$ cat src/sv/sum_checked_frame_relay_unit_assert.svh
// Assertion macros shared by the frame relay RTL
`ifndef SUM_CHECKED_FRAME_RELAY_UNIT_ASSERT_SVH
`define SUM_CHECKED_FRAME_RELAY_UNIT_ASSERT_SVH

// same-cycle implication, disabled during reset
`define SCFR_ASSERT_IMP(label, clk_sig, rst_sig, ante, cons) \
  label: assert property (@(posedge clk_sig) disable iff (rst_sig) (ante) |-> (cons)) \
    else $error("scfr assertion failed");

// next-cycle implication, disabled during reset
`define SCFR_ASSERT_NXT(label, clk_sig, rst_sig, ante, cons) \
  label: assert property (@(posedge clk_sig) disable iff (rst_sig) (ante) |=> (cons)) \
    else $error("scfr assertion failed");

`endif

$ cat src/sv/scfr_pkg.sv
// Package: constants and types of the frame relay
package scfr_pkg;

  localparam int BYTE_W      = 8;
  localparam int CFG_INDEX_W = 8;
  localparam int WIN_DEPTH   = 6;
  localparam int RELAY_LEN   = 5;
  localparam int RELAY_DEPTH = 2 * RELAY_LEN;
  localparam int TAIL_BASE   = RELAY_DEPTH - RELAY_LEN;

  localparam logic [BYTE_W-1:0] START_MARKER_RST = 8'h54;
  localparam logic [BYTE_W-1:0] END_MARKER_RST   = 8'h70;

  localparam logic [CFG_INDEX_W-1:0] REG_START_MARKER = 8'd0;
  localparam logic [CFG_INDEX_W-1:0] REG_END_MARKER   = 8'd1;

  typedef struct packed {
    logic [BYTE_W-1:0] data;
    logic              last;
  } relay_item_t;

  typedef struct packed {
    logic valid;
    logic move;
  } relay_stat_t;

endpackage

$ cat src/sv/scfr_win_cell.sv
// One byte cell of the receive window shift chain
module scfr_win_cell (
  input  logic                          clk,
  input  logic                          rst,
  input  logic                          shift,
  input  logic                          clear,
  input  logic [scfr_pkg::BYTE_W-1:0]   d,
  output logic [scfr_pkg::BYTE_W-1:0]   q
);

  logic [scfr_pkg::BYTE_W-1:0] q_next;

  always_comb begin
    q_next = q;
    if (clear) begin
      q_next = '0;
    end else if (shift) begin
      q_next = d;
    end
  end

  always_ff @(posedge clk) begin
    if (rst) begin
      q <= '0;
    end else begin
      q <= q_next;
    end
  end

endmodule

$ cat src/sv/scfr_relay_cell.sv
// One cell of the output relay chain: holds an item and passes it toward the head
module scfr_relay_cell (
  input  logic                  clk,
  input  logic                  rst,
  input  logic                  load,
  input  scfr_pkg::relay_item_t load_item,
  input  scfr_pkg::relay_item_t up_item,
  input  scfr_pkg::relay_stat_t up_stat,
  input  scfr_pkg::relay_stat_t down_stat,
  output scfr_pkg::relay_stat_t stat,
  output scfr_pkg::relay_item_t item
);

  logic                  valid;
  logic                  valid_next;
  logic                  move;
  scfr_pkg::relay_item_t item_next;

  assign move       = valid & (~down_stat.valid | down_stat.move);
  assign stat.valid = valid;
  assign stat.move  = move;

  always_comb begin
    valid_next = load | (valid & ~move) | up_stat.move;
    item_next  = item;
    if (load) begin
      item_next = load_item;
    end else if (up_stat.move) begin
      item_next = up_item;
    end
  end

  always_ff @(posedge clk) begin
    if (rst) begin
      valid <= 1'b0;
    end else begin
      valid <= valid_next;
    end
  end

  always_ff @(posedge clk) begin
    item <= item_next;
  end

endmodule

$ cat src/sv/sum_checked_frame_relay_unit.sv
// Top level: sliding-window frame checker with a relay chain for the output bytes
//
// Usage:
//   rx_byte enters on in_valid/in_ready, one byte per cycle. Each accepted byte
//   shifts a six-cell window; with it the newest seven bytes are checked for a
//   frame (start marker, sum-checked payload, end marker).
//   An accepted frame clears the window and loads five items into the tail of a
//   ten-cell relay chain: checksum, value low, value high, sensor id, device id
//   (frame_last set). Items walk one cell per cycle toward the head unless a
//   stalled receiver holds the chain, and leave on out_valid/out_ready. The
//   first output item is valid once the checksum reaches the head; the five
//   items then follow back to back while out_ready is high. Throughput: one
//   byte per cycle while in_ready is high; after a frame it stays low until the
//   tail is free, and a stalled receiver keeps the tail full until items drain.
//   cfg_index 0 writes start_marker, 1 writes end_marker; other indexes are
//   ignored. cfg_ready is always high.
//   Reset (rst, synchronous) clears the window to zeros, empties the chain and
//   restores markers to 0x54 and 0x70.
module sum_checked_frame_relay_unit (
  input  logic                               clk,
  input  logic                               rst,
  input  logic                               in_valid,
  output logic                               in_ready,
  input  logic [scfr_pkg::BYTE_W-1:0]        rx_byte,
  output logic                               out_valid,
  input  logic                               out_ready,
  output logic [scfr_pkg::BYTE_W-1:0]        tx_byte,
  output logic                               frame_last,
  input  logic                               cfg_valid,
  output logic                               cfg_ready,
  input  logic [scfr_pkg::CFG_INDEX_W-1:0]   cfg_index,
  input  logic [scfr_pkg::BYTE_W-1:0]        cfg_data
);

  logic [scfr_pkg::BYTE_W-1:0] start_marker;
  logic [scfr_pkg::BYTE_W-1:0] end_marker;
  logic [scfr_pkg::BYTE_W-1:0] win [scfr_pkg::WIN_DEPTH];
  logic [scfr_pkg::BYTE_W-1:0] sum;
  logic                        in_fire;
  logic                        match;
  logic                        frame_fire;
  logic                        tail_busy;

  scfr_pkg::relay_item_t load_item [scfr_pkg::RELAY_LEN];
  scfr_pkg::relay_item_t items     [scfr_pkg::RELAY_DEPTH];
  scfr_pkg::relay_stat_t stats     [scfr_pkg::RELAY_DEPTH];

  assign cfg_ready = 1'b1;

  always_ff @(posedge clk) begin
    if (rst) begin
      start_marker <= scfr_pkg::START_MARKER_RST;
      end_marker   <= scfr_pkg::END_MARKER_RST;
    end else if (cfg_valid) begin
      if (cfg_index == scfr_pkg::REG_START_MARKER) begin
        start_marker <= cfg_data;
      end
      if (cfg_index == scfr_pkg::REG_END_MARKER) begin
        end_marker <= cfg_data;
      end
    end
  end

  assign in_fire    = in_valid & in_ready;
  assign sum        = win[4] + win[3] + win[2] + win[1];
  assign match      = (win[5] == start_marker) && (rx_byte == end_marker) && (win[0] == sum);
  assign frame_fire = in_fire & match;

  always_comb begin
    tail_busy = 1'b0;
    for (int k = scfr_pkg::TAIL_BASE; k < scfr_pkg::RELAY_DEPTH; k++) begin
      tail_busy = tail_busy | stats[k].valid;
    end
  end

  assign in_ready = ~tail_busy;

  for (genvar i = 0; i < scfr_pkg::WIN_DEPTH; i++) begin : g_win
    if (i == 0) begin : g_head
      scfr_win_cell u_cell (
        .clk   (clk),
        .rst   (rst),
        .shift (in_fire),
        .clear (frame_fire),
        .d     (rx_byte),
        .q     (win[i])
      );
    end else begin : g_body
      scfr_win_cell u_cell (
        .clk   (clk),
        .rst   (rst),
        .shift (in_fire),
        .clear (frame_fire),
        .d     (win[i-1]),
        .q     (win[i])
      );
    end
  end

  // checksum goes nearest the head, device id last
  assign load_item[0] = '{data: sum,    last: 1'b0};
  assign load_item[1] = '{data: win[1], last: 1'b0};
  assign load_item[2] = '{data: win[2], last: 1'b0};
  assign load_item[3] = '{data: win[3], last: 1'b0};
  assign load_item[4] = '{data: win[4], last: 1'b1};

  for (genvar j = 0; j < scfr_pkg::RELAY_DEPTH; j++) begin : g_relay
    scfr_pkg::relay_stat_t down_stat;
    scfr_pkg::relay_stat_t up_stat;
    scfr_pkg::relay_item_t up_item;
    scfr_pkg::relay_item_t cell_load_item;
    logic                  cell_load;

    if (j == 0) begin : g_down_head
      assign down_stat = '{valid: ~out_ready, move: 1'b0};
    end else begin : g_down_body
      assign down_stat = stats[j-1];
    end

    if (j == scfr_pkg::RELAY_DEPTH - 1) begin : g_up_tail
      assign up_stat = '0;
      assign up_item = '0;
    end else begin : g_up_body
      assign up_stat = stats[j+1];
      assign up_item = items[j+1];
    end

    if (j >= scfr_pkg::TAIL_BASE) begin : g_load
      assign cell_load      = frame_fire;
      assign cell_load_item = load_item[j - scfr_pkg::TAIL_BASE];
    end else begin : g_noload
      assign cell_load      = 1'b0;
      assign cell_load_item = '0;
    end

    scfr_relay_cell u_cell (
      .clk       (clk),
      .rst       (rst),
      .load      (cell_load),
      .load_item (cell_load_item),
      .up_item   (up_item),
      .up_stat   (up_stat),
      .down_stat (down_stat),
      .stat      (stats[j]),
      .item      (items[j])
    );
  end

  assign out_valid  = stats[0].valid;
  assign tx_byte    = items[0].data;
  assign frame_last = items[0].last;

`include "sum_checked_frame_relay_unit_assert.svh"

  `SCFR_ASSERT_NXT(a_frame_loads_tail, clk, rst, frame_fire, stats[scfr_pkg::RELAY_DEPTH-1].valid && items[scfr_pkg::RELAY_DEPTH-1].last)
  `SCFR_ASSERT_NXT(a_window_cleared, clk, rst, frame_fire, win[scfr_pkg::WIN_DEPTH-1] == '0 && win[0] == '0)
  `SCFR_ASSERT_NXT(a_frame_contiguous, clk, rst, out_valid && out_ready && !frame_last, out_valid)

endmodule
$ cat config.mk
export PLATFORM = sky130hd
export DESIGN_NAME = sum_checked_frame_relay_unit
export DESIGN_NICKNAME = d
export VERILOG_FILES = /design/src/sv/scfr_pkg.sv /design/src/sv/scfr_win_cell.sv /design/src/sv/scfr_relay_cell.sv /design/src/sv/sum_checked_frame_relay_unit.sv
export VERILOG_INCLUDE_DIRS = /design/src /design/src/sv
export SDC_FILE = /design/constraint.sdc
export NUM_CORES = 1
export LEC_CHECK = 0
export BUFFER_PORTS_ARGS = -buffer_cell sky130_fd_sc_hd__buf_2
export CAP_MARGIN = 10
export CORE_ASPECT_RATIO = 0.75
export CORE_MARGIN = 3
export CORE_UTILIZATION = 60
export CTS_CLUSTER_SIZE = 14
export DETAILED_ROUTE_END_ITERATION = 16
export GPL_ROUTABILITY_DRIVEN = 0
export PLACE_DENSITY = 0.88
export SLEW_MARGIN = 20
export SYNTH_ARGS = -nofsm -noshare
export SYNTH_HDL_FRONTEND = slang
export SYNTH_HIERARCHICAL = 1
export SYNTH_SLANG_ARGS = --single-unit
$ cat constraint.sdc
create_clock -name clk -period 4.73 [get_ports clk]
set_input_delay 0.946 -clock clk [delete_from_list [all_inputs] [get_ports clk]]
set_output_delay 0.946 -clock clk [all_outputs]
set_load 0.02 [all_outputs]
Word level (Yosys, flattened, before mapping)
Cells that the tools add are included.

storage, ports and cells
  bits in registers = 163
  bits in latches = 0
  RAM bits = 0
  memory bits (read-only) = 0
  bits of input ports = 29
  output and inout bits = 12
  logic and storage cells = 131
  memories = 0

operators by class
  add/sub/neg operators = 3
  multipliers = 0
  div/mod/pow operators = 0
  magnitude comparators = 0
  eq/ne operators = 4
  shift operators = 0
  multiplexer cells = 8
  bitwise gates (word level) = 69
  reductions and logical operators = 10

operators by type and width
  kind                count
  $mux 9              8
  $or 1x1->1          27
  $add 8x8->8         3
  $eq 8x8->1          3
  $and 1x1->1         22
  $not 1->1           20
  $eq 8x1->1 const B  1
  $logic_not 8->1     1
  $reduce_bool 2->1   4
  $reduce_and 2->1    2
  $logic_and 1x1->1   2
  $reduce_or 2->1     1

Longest topological paths before layout
Gate-level depths: netlist (run 1).

  word-level depth = 22
  mapped depth = 32
  depth with buffers taken out = 22

Cells and area by module
Netlist (run 1), hierarchy kept.

modules (own cells, without submodules)
  module                        instances  cells an instance  area an instance (µm²)
  scfr_relay_cell               10         28                 483.0
  scfr_win_cell                 6          27                 295.3
  sum_checked_frame_relay_unit  1          176                1604.0

Least setup slack after synthesis (run 1)
No wires, ideal clock.

  path type = input-to-reg
  start point = input port out_ready
  end point = register g_relay[8].u_cell/item[0] in the netlist's numbering, enable pin
  data arrival time = 4072 ps
  required time = 4401 ps
  setup slack = 329 ps
  stages on the path = 32
  path buffers = 10
  cells stage by stage = inv_1 a21boi_0 buf_4 inv_1 a21boi_0 buf_4 inv_1 a21boi_0 buf_4 inv_1 a21boi_0 buf_4 inv_1 a21boi_0 buf_4 inv_1 a21boi_0 buf_4 inv_1 a21boi_0 buf_4 inv_1 a21boi_0 buf_4 inv_1 a21boi_0 buf_4 inv_1 a21boi_0 buf_4 nor2_1 inv_1

on the way
  word-level cells in the longest chain between the ends = 19

RTL lines
  item                              RTL line                            text
  start, declared                   sum_checked_frame_relay_unit.sv:26  input logic out_ready,
  $and 1x1->1                       scfr_relay_cell.sv:19               assign move = valid & (~down_stat.valid | down_stat.move);
  named net g_relay[0].u_cell.move  scfr_relay_cell.sv:16               logic move;
  $or 1x1->1                        scfr_relay_cell.sv:19
  $and 1x1->1                       scfr_relay_cell.sv:19
  named net g_relay[1].u_cell.move  scfr_relay_cell.sv:16
  $or 1x1->1                        scfr_relay_cell.sv:19
  $and 1x1->1                       scfr_relay_cell.sv:19
  named net g_relay[2].u_cell.move  scfr_relay_cell.sv:16
  (+2 left out)                     -
  named net g_relay[3].u_cell.move  scfr_relay_cell.sv:16
  (+2 left out)                     -
  named net g_relay[4].u_cell.move  scfr_relay_cell.sv:16
  (+2 left out)                     -
  named net g_relay[5].u_cell.move  scfr_relay_cell.sv:16
  (+2 left out)                     -
  named net g_relay[6].u_cell.move  scfr_relay_cell.sv:16
  (+1 left out)                     -
  $and 1x1->1                       scfr_relay_cell.sv:19
  named net g_relay[7].u_cell.move  scfr_relay_cell.sv:16
  $or 1x1->1                        scfr_relay_cell.sv:19
  $and 1x1->1                       scfr_relay_cell.sv:19
  named net g_relay[8].u_cell.move  scfr_relay_cell.sv:16
  $or 1x1->1                        scfr_relay_cell.sv:19
  $and 1x1->1                       scfr_relay_cell.sv:19
  named net g_relay[9].u_cell.move  scfr_relay_cell.sv:16
  end signal, assigned              scfr_relay_cell.sv:42               item <= item_next;
  end, declared                     scfr_relay_cell.sv:11               output scfr_pkg::relay_item_t item

The timed path passes the listed nets, and every way through them passes these cells.
A chain may end at the register's enable or synchronous reset.

==> flow_summary.yaml, run 1 <==
setup_path:
  critPathMaxStageDelay_ps: 540
  critical_path_class: "flip-flop to flip-flop"
  arrival_ps: 4730
  crit_start: "g_win[4].g_body.u_cell/q[1]$_SDFFE_PP0P_"
  rrSetupSlack_ps: 160
  critPathLaunchType: "flip-flop"
  crit_required_ps: 4890
  crit_slowest_cell: "fa_1"
  crit_path_end_kind: "flip-flop"
  critPathMostFrequentCell: "fa_1"
  r2r_start: "g_win[4].g_body.u_cell/q[1]$_SDFFE_PP0P_"
  cp_max_fo: 28
  crit_chain: "inv_1, fa_1, inv_1, fa_1, ha_1, fa_1, xor2_1, nor4_1, nand4_1, nor4b_2, and4_2, buf_12, buf_4, mux2_4"
status:
  status: "finished clean"
hold_path:
  hold_path_startpoint: "end_marker[6]$_SDFFE_PP1P_"
  min_path_type: "flip-flop to flip-flop"
synthesis:
  synth_edf_count: 90
  ys_warn_count: 6
  ys_seq_area_share_pct: 51.0
  synth.distinct_cells: 36
  synth_flop_cell: "edfxtp_1"
  synth_cells: 618
  ys_seq_elements: 164
  netlist_area_um2: 8210
  synth.top_cells.by_area: "edfxtp_1, dfxtp_1, mux2_4"
  yosysTopAreaCellShare_pct: 32.9
  synth_top_area_cell: "edfxtp_1"
  syn_avg_cell_area_um2: 13.3
  synth-async-reset-ratio_pct: 0
grt:
  grtUsageTotal_pct: 21.7
  grt_overflow: 0
  grt_pass1_vias: 4931
  grt_pass1_wl_um: 25300
  antenna_found_initial: 0
  grt_max_degree: 49
timing:
  finClkSkew_ps: 10.7
  max_slew.worst_pin.slew_ps: 945
  report.final.slew_viol_count: 0
  period_minus_slack_ps: 4570
  rsz0062_at_grt: "false"
  fin_crit_sh_pct: 96.6
  setup_ws_ps: 159
  fmax_mhz: 219
  setup_viol: 0
  hold_viol: 0
  slew_headroom_pct: 36.7
routing:
  via_per_inst: 5.27
  wl_per_cell_um: 17.5
  dr.pass1.iters: 5
  drc: 0
  ant_nets: 0
  vias: 4708
  drt_iter0_drc: 293
  drt_wl_total_um: 15600
placement:
  place_inst: 862
  pre_cts_slack_ps: -139
  io_buffers: 39
  hpwlAfterDp_um: 11300
floorplanning:
  ios: 41
  start_util_pct: 62.2
  fp-row-count: 36
  die_h_um: 107
  core_region_area_um2: 13200
  die-area_um2: 15100
  dieWidth_um: 141
pwr:
  cellPowerDensity_nw_per_um2: 358
  total_power_mw: 3.29
  vdd_ir_drop_max_mv: 0.280
  p_leak_nw: 3.90
clock_network:
  ctsHoldBuffers: 0
  cts.htree.levels: 4
  cts-root-buf: "clkbuf_16"
  cts_buffers: 17
  cts.sinks: 164
  clk_pin_slew_ps: 70
  insertion_delay_ps: 420
  cts_tree: "done"
  cts.path.max_buffers: 2
finish:
  n_antenna_cell: 0
  nets: 760
  regArea_um2: 4180
  syn_to_final_growth_pct: 12.0
  multi_input_area_um2: 3650
  nFillCells: 844
  drive_above_1_share_pct: 24.9
  final_cells: 894
  final_util_pct: 69.6
job:
  max-cap-violations: 0
==> cell type report <==
type	count	area share [%]
flip-flops and latches	164	45.5
multi-input cells	416	39.8
clock buffers	18	4.67
repair buffers	54	3.49
inverters	57	2.33
well taps	171	2.33
clock inverters	14	1.91
==> timing repair <==
item,4_1_cts,5_1_grt
gates resized for setup,0,4
setup endpoints to repair,0,18
setup buffers,0,0
==> path summary, 6_finish.rpt <==
kind	endpoint	cells after the start
setup / recovery	g_relay[7].u_cell/item[6]$_DFFE_PP_	14
hold / removal	end_marker[6]$_SDFFE_PP1P_	1
setup reg to reg	g_relay[7].u_cell/item[6]$_DFFE_PP_	14
hold reg to reg	end_marker[6]$_SDFFE_PP1P_	1
==> critical path: cells and delay by family (launching register included) <==
kind | cells | cell delay (ps)
xor+xnor | 1 | 190
buf+inv | 4 | 570
simple gates | 4 | 1110
fa+ha+maj | 4 | 1740
flops | 1 | 410
mux | 1 | 310
==> cells in the final DEF (no fill, tap or decap), types with 3 or more instances in the layout <==
master / instances
a211o_1: 6
a21boi_0: 7
a21boi_1: 3
a21oi_1: 12
buf_2: 39
buf_4: 14
bufinv_16: 3
clkbuf_16: 17
conb_1: 68
dfxtp_1: 74
edfxtp_1: 90
fa_1: 14
ha_1: 7
inv_1: 56
inv_6: 4
mux2_4: 90
mux2i_1: 58
nand3b_1: 10
nor2_1: 76
nor2b_1: 3
nor4_1: 5
or2_1: 6
xnor2_1: 13
xor2_1: 20
==> synthesized netlist by cell type (2+ instances only) <==
master,count
o21ai_0,2
ha_1,7
a211o_1,6
nor2b_1,3
xor3_1,2
a211oi_1,2
mux2_4,90
inv_1,57
fa_1,14
dfxtp_1,74
xnor2_1,13
conb_1,2
a21oi_1,12
buf_4,28
a21boi_0,10
mux2i_1,58
o21bai_1,2
or2_1,6
buf_6,16
edfxtp_1,90
nand4_1,2
xor2_1,20
nor2_1,76
nand3b_1,10
nor4_1,5
==> through the flow <==
stage          setup TNS [ps]  hold slack, ps  area, um^2
5_1_grt                     0             513        9190
3_5_place_dp            -1240             479        8590
2_1_floorplan               0             456        8450
6_report                    0             491        9190
4_1_cts                     0             494        9190
3_3_place_gp                0             466        8590
==> registers in the layout, summed over array words and instances (netlist names) <==
signal and cells:
g_relay.u_cell/item 90, start_marker 8, g_win.g_body.u_cell/q 40, end_marker 8, g_win.g_head.u_cell/q 8, g_relay.u_cell/valid 10
==> logic make-up (layout without fill, tap and decap cells) <==
kind of cell	Yosys count	after routing	share of synthesized area, %
other	2	68	0.0915
flip-flops	164	164	51.0
XOR/XNOR	35	35	4.10
AND/OR/NAND/NOR	110	110	6.50
AO/OA/AOI/OAI	34	34	2.78
multiplexers	148	148	23.5
buffers and inverters	104	143	7.52
adder cells (fa/ha/maj)	21	21	4.48
==> metal layers <==
layer / share of wire (%) / track usage, % / wire length (um)
met5: 0 / 0 / 0
met2: 47 / 35.1 / 7340
met1: 45 / 29.5 / 7050
met4: 1.4 / 6.02 / 220
met3: 6.6 / 5.37 / 1040
==> report_power, final <==
group | internal (mW) | switching [mW]
clock | 0.840 | 0.568
combinational | 0.137 | 0.136
sequential | 1.58 | 0.0297
Note: power is estimated with default switching activity, not from simulation.
==> run 2: changes to the inputs <==
- CORE_MARGIN: 3 -> 2
- MAX_ROUTING_LAYER: default -> met4
==> run 2 against run 1 <==
Cell count increased by 1.1%. Register-to-register slack improved by 40 ps. Power decreased by 1.7%. Critical path depth unchanged. Global-route usage increased by 2.5 points. Utilization increased by 1.0 points. First-iteration DRC count decreased by 3.4%. Sequential share of layout area decreased by 0.50 points. Maximum frequency increased by 0.92%. Via count increased by 0.72%. Non-clock buffer count increased by 10. Critical path type unchanged. Critical endpoint is now g_relay[5].u_cell/item[7]$_DFFE_PP_.
==> flow_summary.yaml, run 2 (same netlist as run 1, synthesis figures left out) <==
status:
  status: "finished clean"
floorplanning:
  core_region_area_um2: 13200
  ios: 41
  fp-row-count: 36
  die-area_um2: 14600
  dieWidth_um: 139
  die_h_um: 105
  start_util_pct: 62.4
finish:
  n_antenna_cell: 0
  drive_above_1_share_pct: 26.1
  final_cells: 904
  regArea_um2: 4180
  final_cell_area_um2: 9290
  syn_to_final_growth_pct: 13.3
  multi_input_area_um2: 3650
  largest_reg_flops: 90
  nFillCells: 823
  regMostFlops: "g_relay.u_cell/item"
  top_regs: "g_relay.u_cell/item (90), g_win.g_body.u_cell/q (40), g_relay.u_cell/valid (10)"
  final_util_pct: 70.7
  final_cell_mix: "mux2_4, edfxtp_1, nor2_1"
  nets: 770
placement:
  hpwlAfterDp_um: 11600
  place_inst: 867
  io_buffers: 39
  pre_cts_slack_ps: -1.07
  placed_area_um2: 8650
grt:
  grt_pass1_wl_um: 26000
  grt_max_degree: 49
  grt_overflow: 0
  grt_pass1_vias: 5050
  met3_usage_pct: 8.00
  antenna_found_initial: 0
  grtUsageMet1_pct: 28.5
  grt_use_met2_pct: 39.0
  busiest_layer: "met2"
  grtUsageTotal_pct: 24.1
hold_path:
  hold_depth: 1
  min_path_type: "flip-flop to flip-flop"
timing:
  final.setup.tns_ps: 0
  fin_crit_sh_pct: 95.8
  hold_viol: 0
  rsz0062_at_grt: "false"
  setup_viol: 0
  period_minus_slack_ps: 4530
  whs_ps: 502
  finClkSkew_ps: 8.54
  report.final.slew_viol_count: 0
  fmax_mhz: 221
  setup_ws_ps: 200
  slew_headroom_pct: 34.1
  max_slew.worst_pin.slew_ps: 985
clock_network:
  cts-root-buf: "clkbuf_16"
  cts.sinks: 164
  cts.path.max_buffers: 2
  insertion_delay_ps: 430
  cts_buffers: 17
  cts_tree: "done"
  ctsHoldBuffers: 0
  clk_pin_slew_ps: 70
  cts.htree.levels: 4
pwr:
  p_sw_mw: 0.743
  total_power_mw: 3.23
  clock_power_share_pct: 41.7
  sw_frac_of_total_pct: 23.0
  comb_power_share_pct: 8.5
  cellPowerDensity_nw_per_um2: 348
  internal-power_mw: 2.49
  p_leak_nw: 3.96
  vdd_ir_drop_max_mv: 0.272
  seq_power_share_pct: 49.8
routing:
  drt_wl_total_um: 16400
  ant_nets: 0
  drt_iter0_drc: 283
  drc: 0
  wl_per_cell_um: 18.2
  via_per_inst: 5.25
  vias: 4742
  dr.pass1.iters: 5
job:
  max-cap-violations: 0
setup_path:
  critPathLaunchType: "flip-flop"
  worst-r2r-cell-count: 14
  crit_path_end_kind: "flip-flop"
  crit_required_ps: 4900
  arrival_ps: 4700
  critical_path_class: "flip-flop to flip-flop"
  cp_max_fo: 14
-- run 2: critical path: stages (launching register included) --
cell	delay [ps]
dfxtp_1	430
inv_1	100
fa_1	520
inv_1	50
fa_1	430
ha_1	230
fa_1	530
xor2_1	180
nor4_1	290
nand4_1	150
nor4b_2	320
and4_4	420
buf_4	170
buf_12	130
mux2_4	300
-- run 2: power by group through the flow --
| stage | clock network (mW) | registers (mW) | logic, mW |
|---|---|---|---|
| CTS | 1.36 | 1.61 | 0.270 |
| global route | 1.42 | 1.61 | 0.296 |
| global placement | 0 | 1.63 | 0.254 |
| finish | 1.35 | 1.61 | 0.275 |
| detailed placement | 0 | 1.64 | 0.265 |
| floorplan | 0 | 1.64 | 0.221 |
-- run 2: per-layer routing --
| layer | share of wire (%) | wire, um | vias up |
|---|---|---|---|
| li1 | - | - | 2242 |
| met1 | 41 | 6810 | 2311 |
| met2 | 49 | 8100 | 161 |
| met3 | 7.5 | 1230 | 28 |
| met4 | 1.8 | 302 | 0 |
| met5 | 0 | 0 | - |
-- run 2: final cells by class --
| class | count | share of cell area (%) |
|---|---|---|
| clock inverter | 13 | 1.25 |
| tap | 171 | 2.30 |
| sequential | 164 | 45.0 |
| multi-input combinational | 416 | 39.3 |
| clock buffer | 19 | 5.00 |
| inverter | 57 | 2.30 |
| timing repair buffer | 64 | 4.79 |
-- run 2: path summary, 6_finish.rpt --
kind / start / end / slack, ps
worst min-delay path: end_marker[4]$_SDFFE_PP1P_ / end_marker[4]$_SDFFE_PP1P_ / 500
worst max-delay path: g_win[1].g_body.u_cell/q[1]$_SDFFE_PP0P_ / g_relay[5].u_cell/item[7]$_DFFE_PP_ / 200
worst min register to register: end_marker[4]$_SDFFE_PP1P_ / end_marker[4]$_SDFFE_PP1P_ / 500
worst max register to register: g_win[1].g_body.u_cell/q[1]$_SDFFE_PP0P_ / g_relay[5].u_cell/item[7]$_DFFE_PP_ / 200
-- run 2: repair_timing --
item,4_1_cts,5_1_grt
pin swaps,0,1
gates resized for setup,1,4
setup buffers,0,5
endpoints found under the hold margin,0,0
endpoints found under the setup margin,1,19
